File: src/rtl/ipv4_lpm_pkg.sv
// Shared types, codes and helpers for the IPv4 longest-prefix-match forwarding unit.
// Used by ipv4_lpm_ctrl, ipv4_lpm_dp and ipv4_forward_lpm_unit; no dependencies.
package ipv4_lpm_pkg;

  // default route table depth
  localparam int unsigned TABLE_DEPTH_DEF = 16;

  // operation codes on the input beat
  localparam logic [1:0] OP_CLEAR  = 2'd0;
  localparam logic [1:0] OP_ADD    = 2'd1;
  localparam logic [1:0] OP_HEADER = 2'd2;

  // longest prefix length a route may carry
  localparam logic [5:0] MAX_PREFIX_LEN = 6'd32;

  // result verdicts
  typedef enum logic [1:0] {
    VERDICT_LOCAL     = 2'd0,
    VERDICT_TTL_ERROR = 2'd1,
    VERDICT_NO_ROUTE  = 2'd2,
    VERDICT_FORWARD   = 2'd3
  } verdict_t;

  // one route table entry; prefix is stored already masked
  typedef struct packed {
    logic [31:0] prefix;
    logic [5:0]  len;
    logic [31:0] hop;
  } route_entry_t;

  // controller to datapath
  typedef struct packed {
    logic clear_table;
    logic add_route;
    logic take_word;
    logic walk_init;
    logic walk_step;
    logic emit;
  } cmd_t;

  // datapath to controller
  typedef struct packed {
    logic walk_end;
    logic is_local;
    logic ttl_zero;
  } status_t;

  // network mask for a prefix length of 0 to 32
  function automatic logic [31:0] prefix_mask(input logic [5:0] len);
    return ~(32'hFFFF_FFFF >> len);
  endfunction

endpackage

File: src/rtl/ipv4_lpm_dp.sv
// Datapath: route table memory, header capture, checksum accumulation and
// the table walk compare. Depends on ipv4_lpm_pkg; driven by ipv4_lpm_ctrl.
module ipv4_lpm_dp #(
  parameter int unsigned TABLE_DEPTH = ipv4_lpm_pkg::TABLE_DEPTH_DEF
) (
  input  logic                   clk,
  input  logic                   rst,
  input  ipv4_lpm_pkg::cmd_t     cmd,
  output ipv4_lpm_pkg::status_t  status,
  input  logic [31:0]            route_prefix,
  input  logic [5:0]             route_prefix_length,
  input  logic [31:0]            route_next_hop,
  input  logic [15:0]            header_word,
  input  logic                   local_address_we,
  input  logic [31:0]            local_address,
  output logic [1:0]             verdict,
  output logic [31:0]            next_hop,
  output logic [15:0]            new_checksum
);
  import ipv4_lpm_pkg::*;

  localparam int CNT_W = $clog2(TABLE_DEPTH + 1);
  localparam int IDX_W = (TABLE_DEPTH > 1) ? $clog2(TABLE_DEPTH) : 1;
  localparam logic [CNT_W-1:0] DEPTH_CNT = CNT_W'(TABLE_DEPTH);

  // route table and config
  route_entry_t      route_table [TABLE_DEPTH];
  logic [31:0]       own_address;
  logic [CNT_W-1:0]  route_count;

  // header state
  logic [20:0]       running_sum;
  logic [4:0]        word_index;
  logic [31:0]       captured_destination;
  logic [7:0]        captured_ttl;
  logic [3:0]        captured_ihl;

  // walk state
  logic [CNT_W-1:0]  walk_index;
  route_entry_t      rd_entry;
  logic              rd_valid;
  logic [5:0]        best_len;
  logic [31:0]       best_hop;
  logic              found;

  logic [3:0]        ihl_eff;
  logic              sum_en;
  logic [15:0]       add_val;
  logic [5:0]        len_clamped;
  logic              hit;
  logic [16:0]       fold1;
  logic [16:0]       fold2;
  logic [15:0]       csum;
  verdict_t          verdict_next;

  // header word handling: IHL of this beat counts on word 0
  always_comb begin
    ihl_eff = (word_index == 5'd0) ? header_word[11:8] : captured_ihl;
    sum_en  = (word_index < {ihl_eff, 1'b0}) && (word_index != 5'd5);
    if ((word_index == 5'd4) && (header_word >= 16'h0100)) begin
      add_val = header_word - 16'h0100;
    end else begin
      add_val = header_word;
    end
  end

  // route add: clamp length
  assign len_clamped = (route_prefix_length > MAX_PREFIX_LEN) ? MAX_PREFIX_LEN
                                                               : route_prefix_length;

  // walk compare on the registered table read
  assign hit = rd_valid && (rd_entry.len > best_len) &&
               ((captured_destination & prefix_mask(rd_entry.len)) == rd_entry.prefix);

  // end-around carry fold, twice
  always_comb begin
    fold1 = {1'b0, running_sum[15:0]} + {12'b0, running_sum[20:16]};
    fold2 = {1'b0, fold1[15:0]} + {16'b0, fold1[16]};
    csum  = ~fold2[15:0];
  end

  // verdict priority: local, TTL, route
  always_comb begin
    priority if (status.is_local) begin
      verdict_next = VERDICT_LOCAL;
    end else if (status.ttl_zero) begin
      verdict_next = VERDICT_TTL_ERROR;
    end else if (found) begin
      verdict_next = VERDICT_FORWARD;
    end else begin
      verdict_next = VERDICT_NO_ROUTE;
    end
  end

  assign status.walk_end = (walk_index == route_count);
  assign status.is_local = (captured_destination == own_address);
  assign status.ttl_zero = (captured_ttl == 8'd0);

  // control state
  always_ff @(posedge clk) begin
    if (rst) begin
      own_address          <= '0;
      route_count          <= '0;
      running_sum          <= '0;
      word_index           <= '0;
      captured_destination <= '0;
      captured_ttl         <= '0;
      captured_ihl         <= '0;
      walk_index           <= '0;
      rd_valid             <= 1'b0;
      best_len             <= '0;
      found                <= 1'b0;
    end else begin
      if (local_address_we) begin
        own_address <= local_address;
      end
      if (cmd.clear_table) begin
        route_count <= '0;
      end else if (cmd.add_route && (route_count < DEPTH_CNT)) begin
        route_count <= route_count + 1'b1;
      end
      if (cmd.take_word) begin
        if (word_index == 5'd0) captured_ihl <= header_word[11:8];
        if (word_index == 5'd4) captured_ttl <= header_word[15:8];
        if (word_index == 5'd8) captured_destination[31:16] <= header_word;
        if (word_index == 5'd9) captured_destination[15:0]  <= header_word;
        if (sum_en) running_sum <= running_sum + {5'b0, add_val};
        if (word_index != 5'd31) word_index <= word_index + 5'd1;
      end else if (cmd.emit) begin
        running_sum          <= '0;
        word_index           <= '0;
        captured_destination <= '0;
        captured_ttl         <= '0;
        captured_ihl         <= '0;
      end
      rd_valid <= cmd.walk_step;
      if (cmd.walk_init) begin
        walk_index <= '0;
        best_len   <= '0;
        found      <= 1'b0;
      end else begin
        if (cmd.walk_step) walk_index <= walk_index + 1'b1;
        if (hit) begin
          best_len <= rd_entry.len;
          found    <= 1'b1;
        end
      end
    end
  end

  // table memory: one write port, one registered read port
  always_ff @(posedge clk) begin
    if (cmd.add_route && (route_count < DEPTH_CNT)) begin
      route_table[route_count[IDX_W-1:0]] <= '{
        prefix: route_prefix & prefix_mask(len_clamped),
        len:    len_clamped,
        hop:    route_next_hop
      };
    end
    if (cmd.walk_step) begin
      rd_entry <= route_table[walk_index[IDX_W-1:0]];
    end
  end

  // best hop and result beat
  always_ff @(posedge clk) begin
    if (hit) begin
      best_hop <= rd_entry.hop;
    end
    if (cmd.emit) begin
      verdict      <= verdict_next;
      next_hop     <= (verdict_next == VERDICT_FORWARD) ? best_hop : 32'd0;
      new_checksum <= (verdict_next == VERDICT_FORWARD) ? csum : 16'd0;
    end
  end

`ifndef SYNTH
  a_count_bound: assert property (@(posedge clk) disable iff (rst)
    route_count <= DEPTH_CNT)
    else $error("route count beyond table depth");
  a_walk_bound: assert property (@(posedge clk) disable iff (rst)
    rd_valid |-> (walk_index <= route_count))
    else $error("walk index passed route count");
  a_found_has_len: assert property (@(posedge clk) disable iff (rst)
    found |-> (best_len != '0))
    else $error("match recorded with zero prefix length");
`endif

endmodule

File: src/rtl/ipv4_lpm_ctrl.sv
// Controller state machine: decodes accepted beats, sequences the table walk
// and raises the result strobe. Depends on ipv4_lpm_pkg; drives ipv4_lpm_dp.
module ipv4_lpm_ctrl (
  input  logic                   clk,
  input  logic                   rst,
  input  logic                   start,
  output logic                   busy,
  input  logic [1:0]             operation,
  input  logic                   header_last,
  output ipv4_lpm_pkg::cmd_t     cmd,
  input  ipv4_lpm_pkg::status_t  status,
  output logic                   done
);
  import ipv4_lpm_pkg::*;

  typedef enum logic [1:0] {
    S_IDLE,
    S_DECIDE,
    S_WALK,
    S_EMIT
  } state_t;

  state_t state;
  state_t state_next;
  logic   accept;

  assign busy   = (state != S_IDLE);
  assign accept = start && !busy;

  // command decode and next state
  always_comb begin
    cmd        = '0;
    state_next = state;
    unique case (state)
      S_IDLE: begin
        if (accept) begin
          cmd.clear_table = (operation == OP_CLEAR);
          cmd.add_route   = (operation == OP_ADD);
          cmd.take_word   = (operation == OP_HEADER);
          if ((operation == OP_HEADER) && header_last) begin
            state_next = S_DECIDE;
          end
        end
      end
      S_DECIDE: begin
        cmd.walk_init = 1'b1;
        state_next = (status.is_local || status.ttl_zero) ? S_EMIT : S_WALK;
      end
      S_WALK: begin
        if (status.walk_end) begin
          state_next = S_EMIT;
        end else begin
          cmd.walk_step = 1'b1;
        end
      end
      S_EMIT: begin
        cmd.emit   = 1'b1;
        state_next = S_IDLE;
      end
      default: begin
        state_next = S_IDLE;
      end
    endcase
  end

  // state and result strobe
  always_ff @(posedge clk) begin
    if (rst) begin
      state <= S_IDLE;
      done  <= 1'b0;
    end else begin
      state <= state_next;
      done  <= (state == S_EMIT);
    end
  end

`ifndef SYNTH
  a_last_to_decide: assert property (@(posedge clk) disable iff (rst)
    (accept && (operation == OP_HEADER) && header_last) |=> (state == S_DECIDE))
    else $error("final header beat did not start a decision");
  a_done_after_emit: assert property (@(posedge clk) disable iff (rst)
    done |-> ($past(state) == S_EMIT) && (state == S_IDLE))
    else $error("result strobe without an emit cycle");
  a_cmd_onehot: assert property (@(posedge clk) disable iff (rst)
    $onehot0({cmd.clear_table, cmd.add_route, cmd.take_word,
              cmd.walk_init, cmd.walk_step, cmd.emit}))
    else $error("more than one datapath command");
  a_step_in_range: assert property (@(posedge clk) disable iff (rst)
    cmd.walk_step |-> !status.walk_end)
    else $error("table read past route count");
`endif

endmodule

File: src/rtl/ipv4_forward_lpm_unit.sv
// Clear, add-route and non-final header beats never raise busy. A final header beat raises
// busy through the decide and emit states (local or TTL error) or through decide, walk and
// emit (lookup, one table entry per cycle through the registered table read port); done
// pulses for one cycle as busy falls. Throughput: one beat a cycle while busy is low.
// Reset (rst, synchronous): empties the table, clears header state and local_address;
// table contents are not cleared. The receiver cannot stall: the result is shown once.
module ipv4_forward_lpm_unit #(
  parameter int unsigned TABLE_DEPTH = ipv4_lpm_pkg::TABLE_DEPTH_DEF
) (
  input  logic        clk,
  input  logic        rst,
  input  logic        start,
  output logic        busy,
  input  logic [1:0]  operation,
  input  logic [31:0] route_prefix,
  input  logic [5:0]  route_prefix_length,
  input  logic [31:0] route_next_hop,
  input  logic [15:0] header_word,
  input  logic        header_last,
  input  logic        local_address_we,
  input  logic [31:0] local_address,
  output logic        done,
  output logic [1:0]  verdict,
  output logic [31:0] next_hop,
  output logic [15:0] new_checksum
);
  import ipv4_lpm_pkg::*;

  cmd_t    cmd;
  status_t status;

  // sequencing
  ipv4_lpm_ctrl u_ctrl (
    .clk         (clk),
    .rst         (rst),
    .start       (start),
    .busy        (busy),
    .operation   (operation),
    .header_last (header_last),
    .cmd         (cmd),
    .status      (status),
    .done        (done)
  );

  // table, header capture and result
  ipv4_lpm_dp #(
    .TABLE_DEPTH (TABLE_DEPTH)
  ) u_dp (
    .clk                 (clk),
    .rst                 (rst),
    .cmd                 (cmd),
    .status              (status),
    .route_prefix        (route_prefix),
    .route_prefix_length (route_prefix_length),
    .route_next_hop      (route_next_hop),
    .header_word         (header_word),
    .local_address_we    (local_address_we),
    .local_address       (local_address),
    .verdict             (verdict),
    .next_hop            (next_hop),
    .new_checksum        (new_checksum)
  );

endmodule

File: config.mk
export PLATFORM = sky130hd
export DESIGN_NAME = ipv4_forward_lpm_unit
export DESIGN_NICKNAME = d
export VERILOG_FILES = /design/src/rtl/ipv4_lpm_pkg.sv /design/src/rtl/ipv4_lpm_dp.sv /design/src/rtl/ipv4_lpm_ctrl.sv /design/src/rtl/ipv4_forward_lpm_unit.sv
export SDC_FILE = /design/constraint.sdc
export NUM_CORES = 2
export LEC_CHECK = 0
export BUFFER_PORTS_ARGS = -buffer_cell sky130_fd_sc_hd__buf_2
export CORE_MARGIN = 1.5
export CORE_UTILIZATION = 60
export DETAILED_ROUTE_END_ITERATION = 8
export PLACE_DENSITY_LB_ADDON = 0.2
export SYNTH_ARGS = -nofsm -noshare
export SYNTH_HDL_FRONTEND = slang
export SYNTH_SLANG_ARGS = --single-unit
File: constraint.sdc
create_clock -name clk -period 18.75 [get_ports clk]
set_input_delay 3.75 -clock clk [delete_from_list [all_inputs] [get_ports clk]]
set_output_delay 3.75 -clock clk [all_outputs]
set_load 0.02 [all_outputs]
# Word-level counts from Yosys, hierarchy flattened
# Memory sizes are Yosys's and may differ from the RTL's. A register that Yosys moved wholly into a read port is not among the register bits.
# Cells that the tools add are included.
dict set report classes {
  addsub 7
  multipliers 0
  n_div 0
  order_cmp 5
  eq_ne 22
  n_shift 2
  muxes 34
  bitwise 5
  reduce_logical 23
}
# cell n
set ops {}
lappend ops {{$and 32x32->32} 2}
lappend ops {{$eq 32x32->1} 2}
lappend ops {{$mux 32} 2}
lappend ops {{$not 32->32} 2}
lappend ops {{$shr 32x6->32 const A} 2}
lappend ops {{$mux 21} 3}
lappend ops {{$mux 16} 3}
lappend ops {{$mux 8} 3}
lappend ops {{$add 21x16->21} 1}
lappend ops {{$add 16x5->17} 1}
lappend ops {{$add 16x1->16} 1}
lappend ops {{$ge 16x9->1 const B} 1}
lappend ops {{$not 16->16} 1}
lappend ops {{$sub 16x9->16 const B} 1}
lappend ops {{$add 5x1->5 const B} 3}
lappend ops {{$mux 5} 3}
lappend ops {{$ne 2x1->1 const B} 7}
lappend ops {{$mux 4} 3}
lappend ops {{$eq 5x4->1 const B} 2}
lappend ops {{$mux 2} 5}
lappend ops {{$reduce_and 2->1} 5}
lappend ops {{$eq 2x2->1 const B} 4}
lappend ops {{$logic_not 8->1} 1}
lappend ops {{$mux 1} 8}
lappend ops {{21 further kinds} 32}
dict set report word_totals {
  reg_bits 205
  latchBits 0
  ram_bits 1120
  romBits 0
  out_inout_bits 52
  mem_count 1
}
# memory depth word_bits rd rd_ports_with_merged_regs write_ports line
set mem_list {}
lappend mem_list {u_dp.route_table 16 70 1 1 1 ipv4_lpm_dp.sv:27} ;# route_entry_t route_table [TABLE_DEPTH];

# Depth between registers and ports, before layout
dict set report logic_depth {
  ltp_word 8
  mapped_depth 16
  mapped_depth_nobuf 16
}

# By module
# A second synthesis with hierarchy kept.
dict set report unflattened {
  hier_cells 2890
  area_unflattened_um2 55614.6
}
# module n_inst cells_per_inst area_each_um2 seq_area_each_um2
set modules_own_cells {}
lappend modules_own_cells {ipv4_lpm_dp 1 2863 55370.6 40598.9}
lappend modules_own_cells {ipv4_lpm_ctrl 1 27 244.0 60.1}

# Worst setup path after synthesis
# Ideal clock, no wire load.
dict set report synth_timing {
  path_kind {input to register}
  start {input port start}
  end {memory u_dp.route_table[3][0] in the netlist's numbering, enable pin}
  setup_time_ns 0.584
  t_arrival_ns 9.359
  path_slack_ns 8.807
  cell_stages 4
  path_buffers 0
  path_cell_list {nand2_1 > nor4b_2 > nand2_1 > nor3_1}
}
dict set report synth_between {
  elab_chain_len 6
}
# element line
set synth_rtl {}
lappend synth_rtl {{from (decl)} ipv4_forward_lpm_unit.sv:12} ;# input logic start,
lappend synth_rtl {{$logic_and 1x1->1} ipv4_lpm_ctrl.sv:28} ;# assign accept = start && !busy;
lappend synth_rtl {{$mux 3} ipv4_lpm_ctrl.sv:36} ;# if (accept) begin
lappend synth_rtl {{$mux 3} ipv4_lpm_ctrl.sv:34} ;# unique case (state)
lappend synth_rtl {{$logic_and 1x1->1} ipv4_lpm_dp.sv:153} ;# if (cmd.add_route && (route_count < DEPTH_CNT)) begin
lappend synth_rtl {{$mux 1} ipv4_lpm_dp.sv:153}
lappend synth_rtl {{$mux 1 (implied by the code)} ipv4_lpm_dp.sv:154} ;# route_table[route_count[IDX_W-1:0]] <= '{
lappend synth_rtl {{to (decl)} ipv4_lpm_dp.sv:27}
# No other way between the ends.

# Final worst setup path
dict set report layout_timing {
  start {input port header_word[9]}
  end {register u_dp.running_sum[18]}
}
dict set report layout_between {
  elab_chain_len 6
  elab_cells_between_ends 12
  cone_classes {add/sub (2); order compare (2); eq/ne (1); mux (4); reduce/logical (3)}
}
# element line
set layout_rtl {}
lappend layout_rtl {{from (decl)} ipv4_forward_lpm_unit.sv:18} ;# input logic [15:0] header_word,
lappend layout_rtl {{$ge 16x9->1} ipv4_lpm_dp.sv:60} ;# if ((word_index == 5'd4) && (header_word >= 16'h0100)) begin
lappend layout_rtl {{$logic_and 1x1->1} ipv4_lpm_dp.sv:60}
lappend layout_rtl {{$mux 16} ipv4_lpm_dp.sv:60}
lappend layout_rtl {{$add 21x16->21} ipv4_lpm_dp.sv:127} ;# if (sum_en) running_sum <= running_sum + {5'b0, add_val};
lappend layout_rtl {{$mux 21} ipv4_lpm_dp.sv:127}
lappend layout_rtl {{$mux 21} ipv4_lpm_dp.sv:122} ;# if (cmd.take_word) begin
lappend layout_rtl {{to (signal assigned)} ipv4_lpm_dp.sv:127}
lappend layout_rtl {{to (decl)} ipv4_lpm_dp.sv:32} ;# logic [20:0] running_sum;
# Several ways; a longest one is shown, not always the timed one. The select of a mux whose other input is x is not followed.
# A chain may end at the register's enable or synchronous reset.

==> summary.txt <==
Placed design
  • DP HPWL: 75000 um
  • Gpl congestion: 0.9222
  • PortBufs: between 150 and 200

Clocking
  • H-tree Lvls: 4
  • Gates resized, CTS repair: 0
  • CTS Root Cell: clkbuf_16
  • Worst-path clk slew: about 60 ps
  • TritonCTS Buffers: approximately 140
  • Post-CTS Setup Inserts: 0
  • Number of hold buffers added after cts: 0
  • CTS sink cnt: roughly 1400
  • CTS tree: done
  • Bufs on Longest Clock Path: 3
  • Latest clock arrival within the worst-skew pair: 750 ps

Floorplanning
  • Cell Rows: 111
  • IO Count: between 150 and 200
  • Die height: 307.9 um
  • Initial core utilization: 0.6065
  • CORE AREA: between 90000 and 100000 um^2
  • Die area: approximately 95000 um^2
  • Die X: approximately 310 um

Logic synthesis
  • Largest cells by area after synthesis: edfxtp_1 68%, mux4_2 14%, dfxtp_1 4.4%, ha_1 1.1%, nor2_1 0.98%
  • Cells after synthesis: 2913
  • Syn Nets: 3091
  • Post-synth top area cell: edfxtp_1
  • Post-synth EDFFs: 1272
  • Flops & latches, synth: ~1400
  • Ys async rst share: 0
  • Top cell type's share of synthesized area: 0.6849
  • Synthesized area per cell: ~19 um^2
  • Synth unique cells: between 80 and 90
  • Top_reg_cell synth: edfxtp_1
  • Post-Syn Area: between 50000 and 60000 um^2
  • Sequential fraction of the synthesis area: 0.7291
  • Synth warn: 0

Worst setup path
  • CP Launch Type: input port
  • CP Capture Type: register
  • WS Path Type: input port to register
  • Req. time, crit path: ~19000 ps
  • Crit path DAT: about 7700 ps
  • Peak fanout along the critical path: 7

Cells and area
  • Layout cells sized above 1: 0.2561
  • Commonest non-fill, non-tap cell in the layout: edfxtp_1
  • # fillers: about 5800
  • Most frequent cells in the layout: 1272 x edfxtp_1, 350 x mux4_2, 175 x buf_2, 141 x clkbuf_16, 133 x nor2_1
  • Nets: 3322
  • Area grow syn2layout: 12.19%

GRT
  • Initial antenna violation count: 10
  • Total grt overflow: 0
  • GRT Util Overall: 0.2875
  • First-pass GRT wire length: around 200000 um
  • Vias in the first global route: about 30000
  • Largest net degree at the start of global routing: 170

STA
  • Hold Vio Cnt, Final: 0
  • Period minus WS final: slightly above 7000 ps
  • Fmax: 0.1413 GHz
  • Slew HR: 0.1978
  • Worst Tran Pin Value: ~1200 ps
  • Final setup fails: 0
  • Final Hold Slack: between 400 and 500 ps
  • Fin. max-slew vios: 0
  • Final period util: 0.3775
  • Clk_skew: between 20 and 25 ps
  • Setup TNS Final: 0 ps
  • RSZ-0062 raised after global routing: no

Detailed routing
  • DR vias/cell: between 6 and 7
  • DRC Markers: 0
  • Vias: a little under 30000
  • DR iter-0 viols: 3189
  • Final ANT Viol Nets: 0
  • Routed wire length: between 100000 and 150000 um
  • Avg WL per Cell: between 20 and 30 um
  • Drt pass-1 iters: 6

Run
  • Max Cap Viol: 0

Pwr
  • Pwr dens: a little over 100 nW/um^2
  • Pleak: just over 20 nW
  • Peak supply drop: ~0.085 mV

Status
  • Status: finished clean

Min path
  • Hold crit path type: register to register
==> logic make-up (layout without fill, tap and decap cells) <==
logic type	count (synthesis)	count (layout)	synth area share
buffers and inverters	195	531	0.01364
multiplexers	399	399	0.1502
AND/OR/NAND/NOR	512	512	0.04741
AO/OA/AOI/OAI	265	265	0.03276
adder cells (fa/ha/maj)	53	53	0.01216
flip-flops	1395	1395	0.7291
XOR/XNOR	94	94	0.01476
other	0	2	0
==> Yosys cell counts, types with 5 or more instances <==
cell type and count:
nand4_1 17, and3_1 46, nand3b_1 7, a21o_1 12, o31ai_1 5, a22o_1 5, a31oi_1 11, a21oi_1 76
dfxtp_1 123, buf_1 40, nor2b_1 28, xnor2_1 33, o41ai_1 5, nand2_1 103, edfxtp_1 1272, mux4_2 350
nor4_1 25, a21boi_0 16, ha_1 51, nor2_1 145, and2_1 6, o21a_1 12, a211oi_1 7, xor2_1 61
o21ai_0 33, clkbuf_1 97, a211o_1 6, mux2i_1 48, nor3b_1 6, a22oi_1 19, o211ai_1 7, nand4b_1 8
nand2b_1 13, nand3_1 57, buf_2 11, inv_1 44, nor3_1 18
==> through the flow <==
stage | worst slack [ps] | total power [mW] | util | std cells | area, um^2
global placement | 10970 | 3.720 | 0.6336 | 4246 | 58250
CTS | 11760 | 6.342 | 0.6804 | 4492 | 62560
detailed placement | 10970 | 3.730 | 0.6336 | 4246 | 58250
finish | 11670 | 6.306 | 0.6805 | 4494 | 62560
floorplan | 8807 | 3.635 | - | 2913 | 55770
global route | 11320 | 6.474 | 0.6805 | 4493 | 62560
==> routing by layer <==
layer / part of all wire / wire [um] / up-vias / track usage
met4: 0.025 / 3279 / 10 / 0.08271
met1: 0.39 / 51850 / 15320 / 0.3926
met5: 0.00041 / 55 / - / 0
met3: 0.078 / 10430 / 255 / 0.04961
li1: - / - / 12320 / -
met2: 0.51 / 67910 / 1482 / 0.4824
==> sequential cells by signal (all words and copies together) (netlist names) <==
name                       flops
u_dp.captured_destination     32
u_dp.route_count               5
u_dp.best_hop                 32
u_dp.rd_entry                 70
u_ctrl.done                    1
u_dp.found                     1
u_dp.next_hop                 32
u_dp.best_len                  6
u_dp.word_index                5
u_dp.own_address              32
u_dp.verdict                   2
u_dp.rd_valid                  1
u_dp.captured_ttl              8
u_dp.running_sum              21
u_dp.captured_ihl              4
u_dp.route_table            1120
u_ctrl.state                   2
u_dp.new_checksum             16
u_dp.walk_index                5
==> report_power, final <==
group	switching, mW	internal, mW
clock network	1.15	1.49
registers	0.0184	3.42
logic	0.148	0.0812
total	1.32	4.99
==> critical path, cell delays in order <==
cell	delay, ps
buf_2	180
inv_1	90
ha_1	180
nand3b_1	90
nor4_1	50
o41ai_1	910
nor4_1	220
xor2_1	240
ha_1	410
nand2_1	130
nor3b_2	310
a311oi_1	150
a211o_1	330
or4_1	510
a21oi_1	170
==> path summary, 6_finish.rpt <==
check | slack (ps) | start | end | depth (start not counted)
worst max-delay path | 11670 | header_word[9] | u_dp.running_sum[18] | 15
worst min-delay path | 420 | u_dp.rd_entry[25] | u_dp.best_hop[25] | 0
worst max register to register | 12900 | u_dp.walk_index[0] | u_dp.rd_entry[36] | 6
worst min register to register | 420 | u_dp.rd_entry[25] | u_dp.best_hop[25] | 0
==> cell type report <==
class	instances	area, um^2	area share
Antenna cell	2	5.005	0.00008000
Clock buffer	175	3656	0.05844
Clock inverter	71	648.1	0.01036
Inverter	45	171.4	0.002740
Multi-Input combinational cell	1323	14470	0.2312
Sequential cell	1395	40670	0.6501
Tap cell	1243	1555	0.02486
Timing Repair Buffer	240	1389	0.02220
Power figures use the tool's default switching activity.
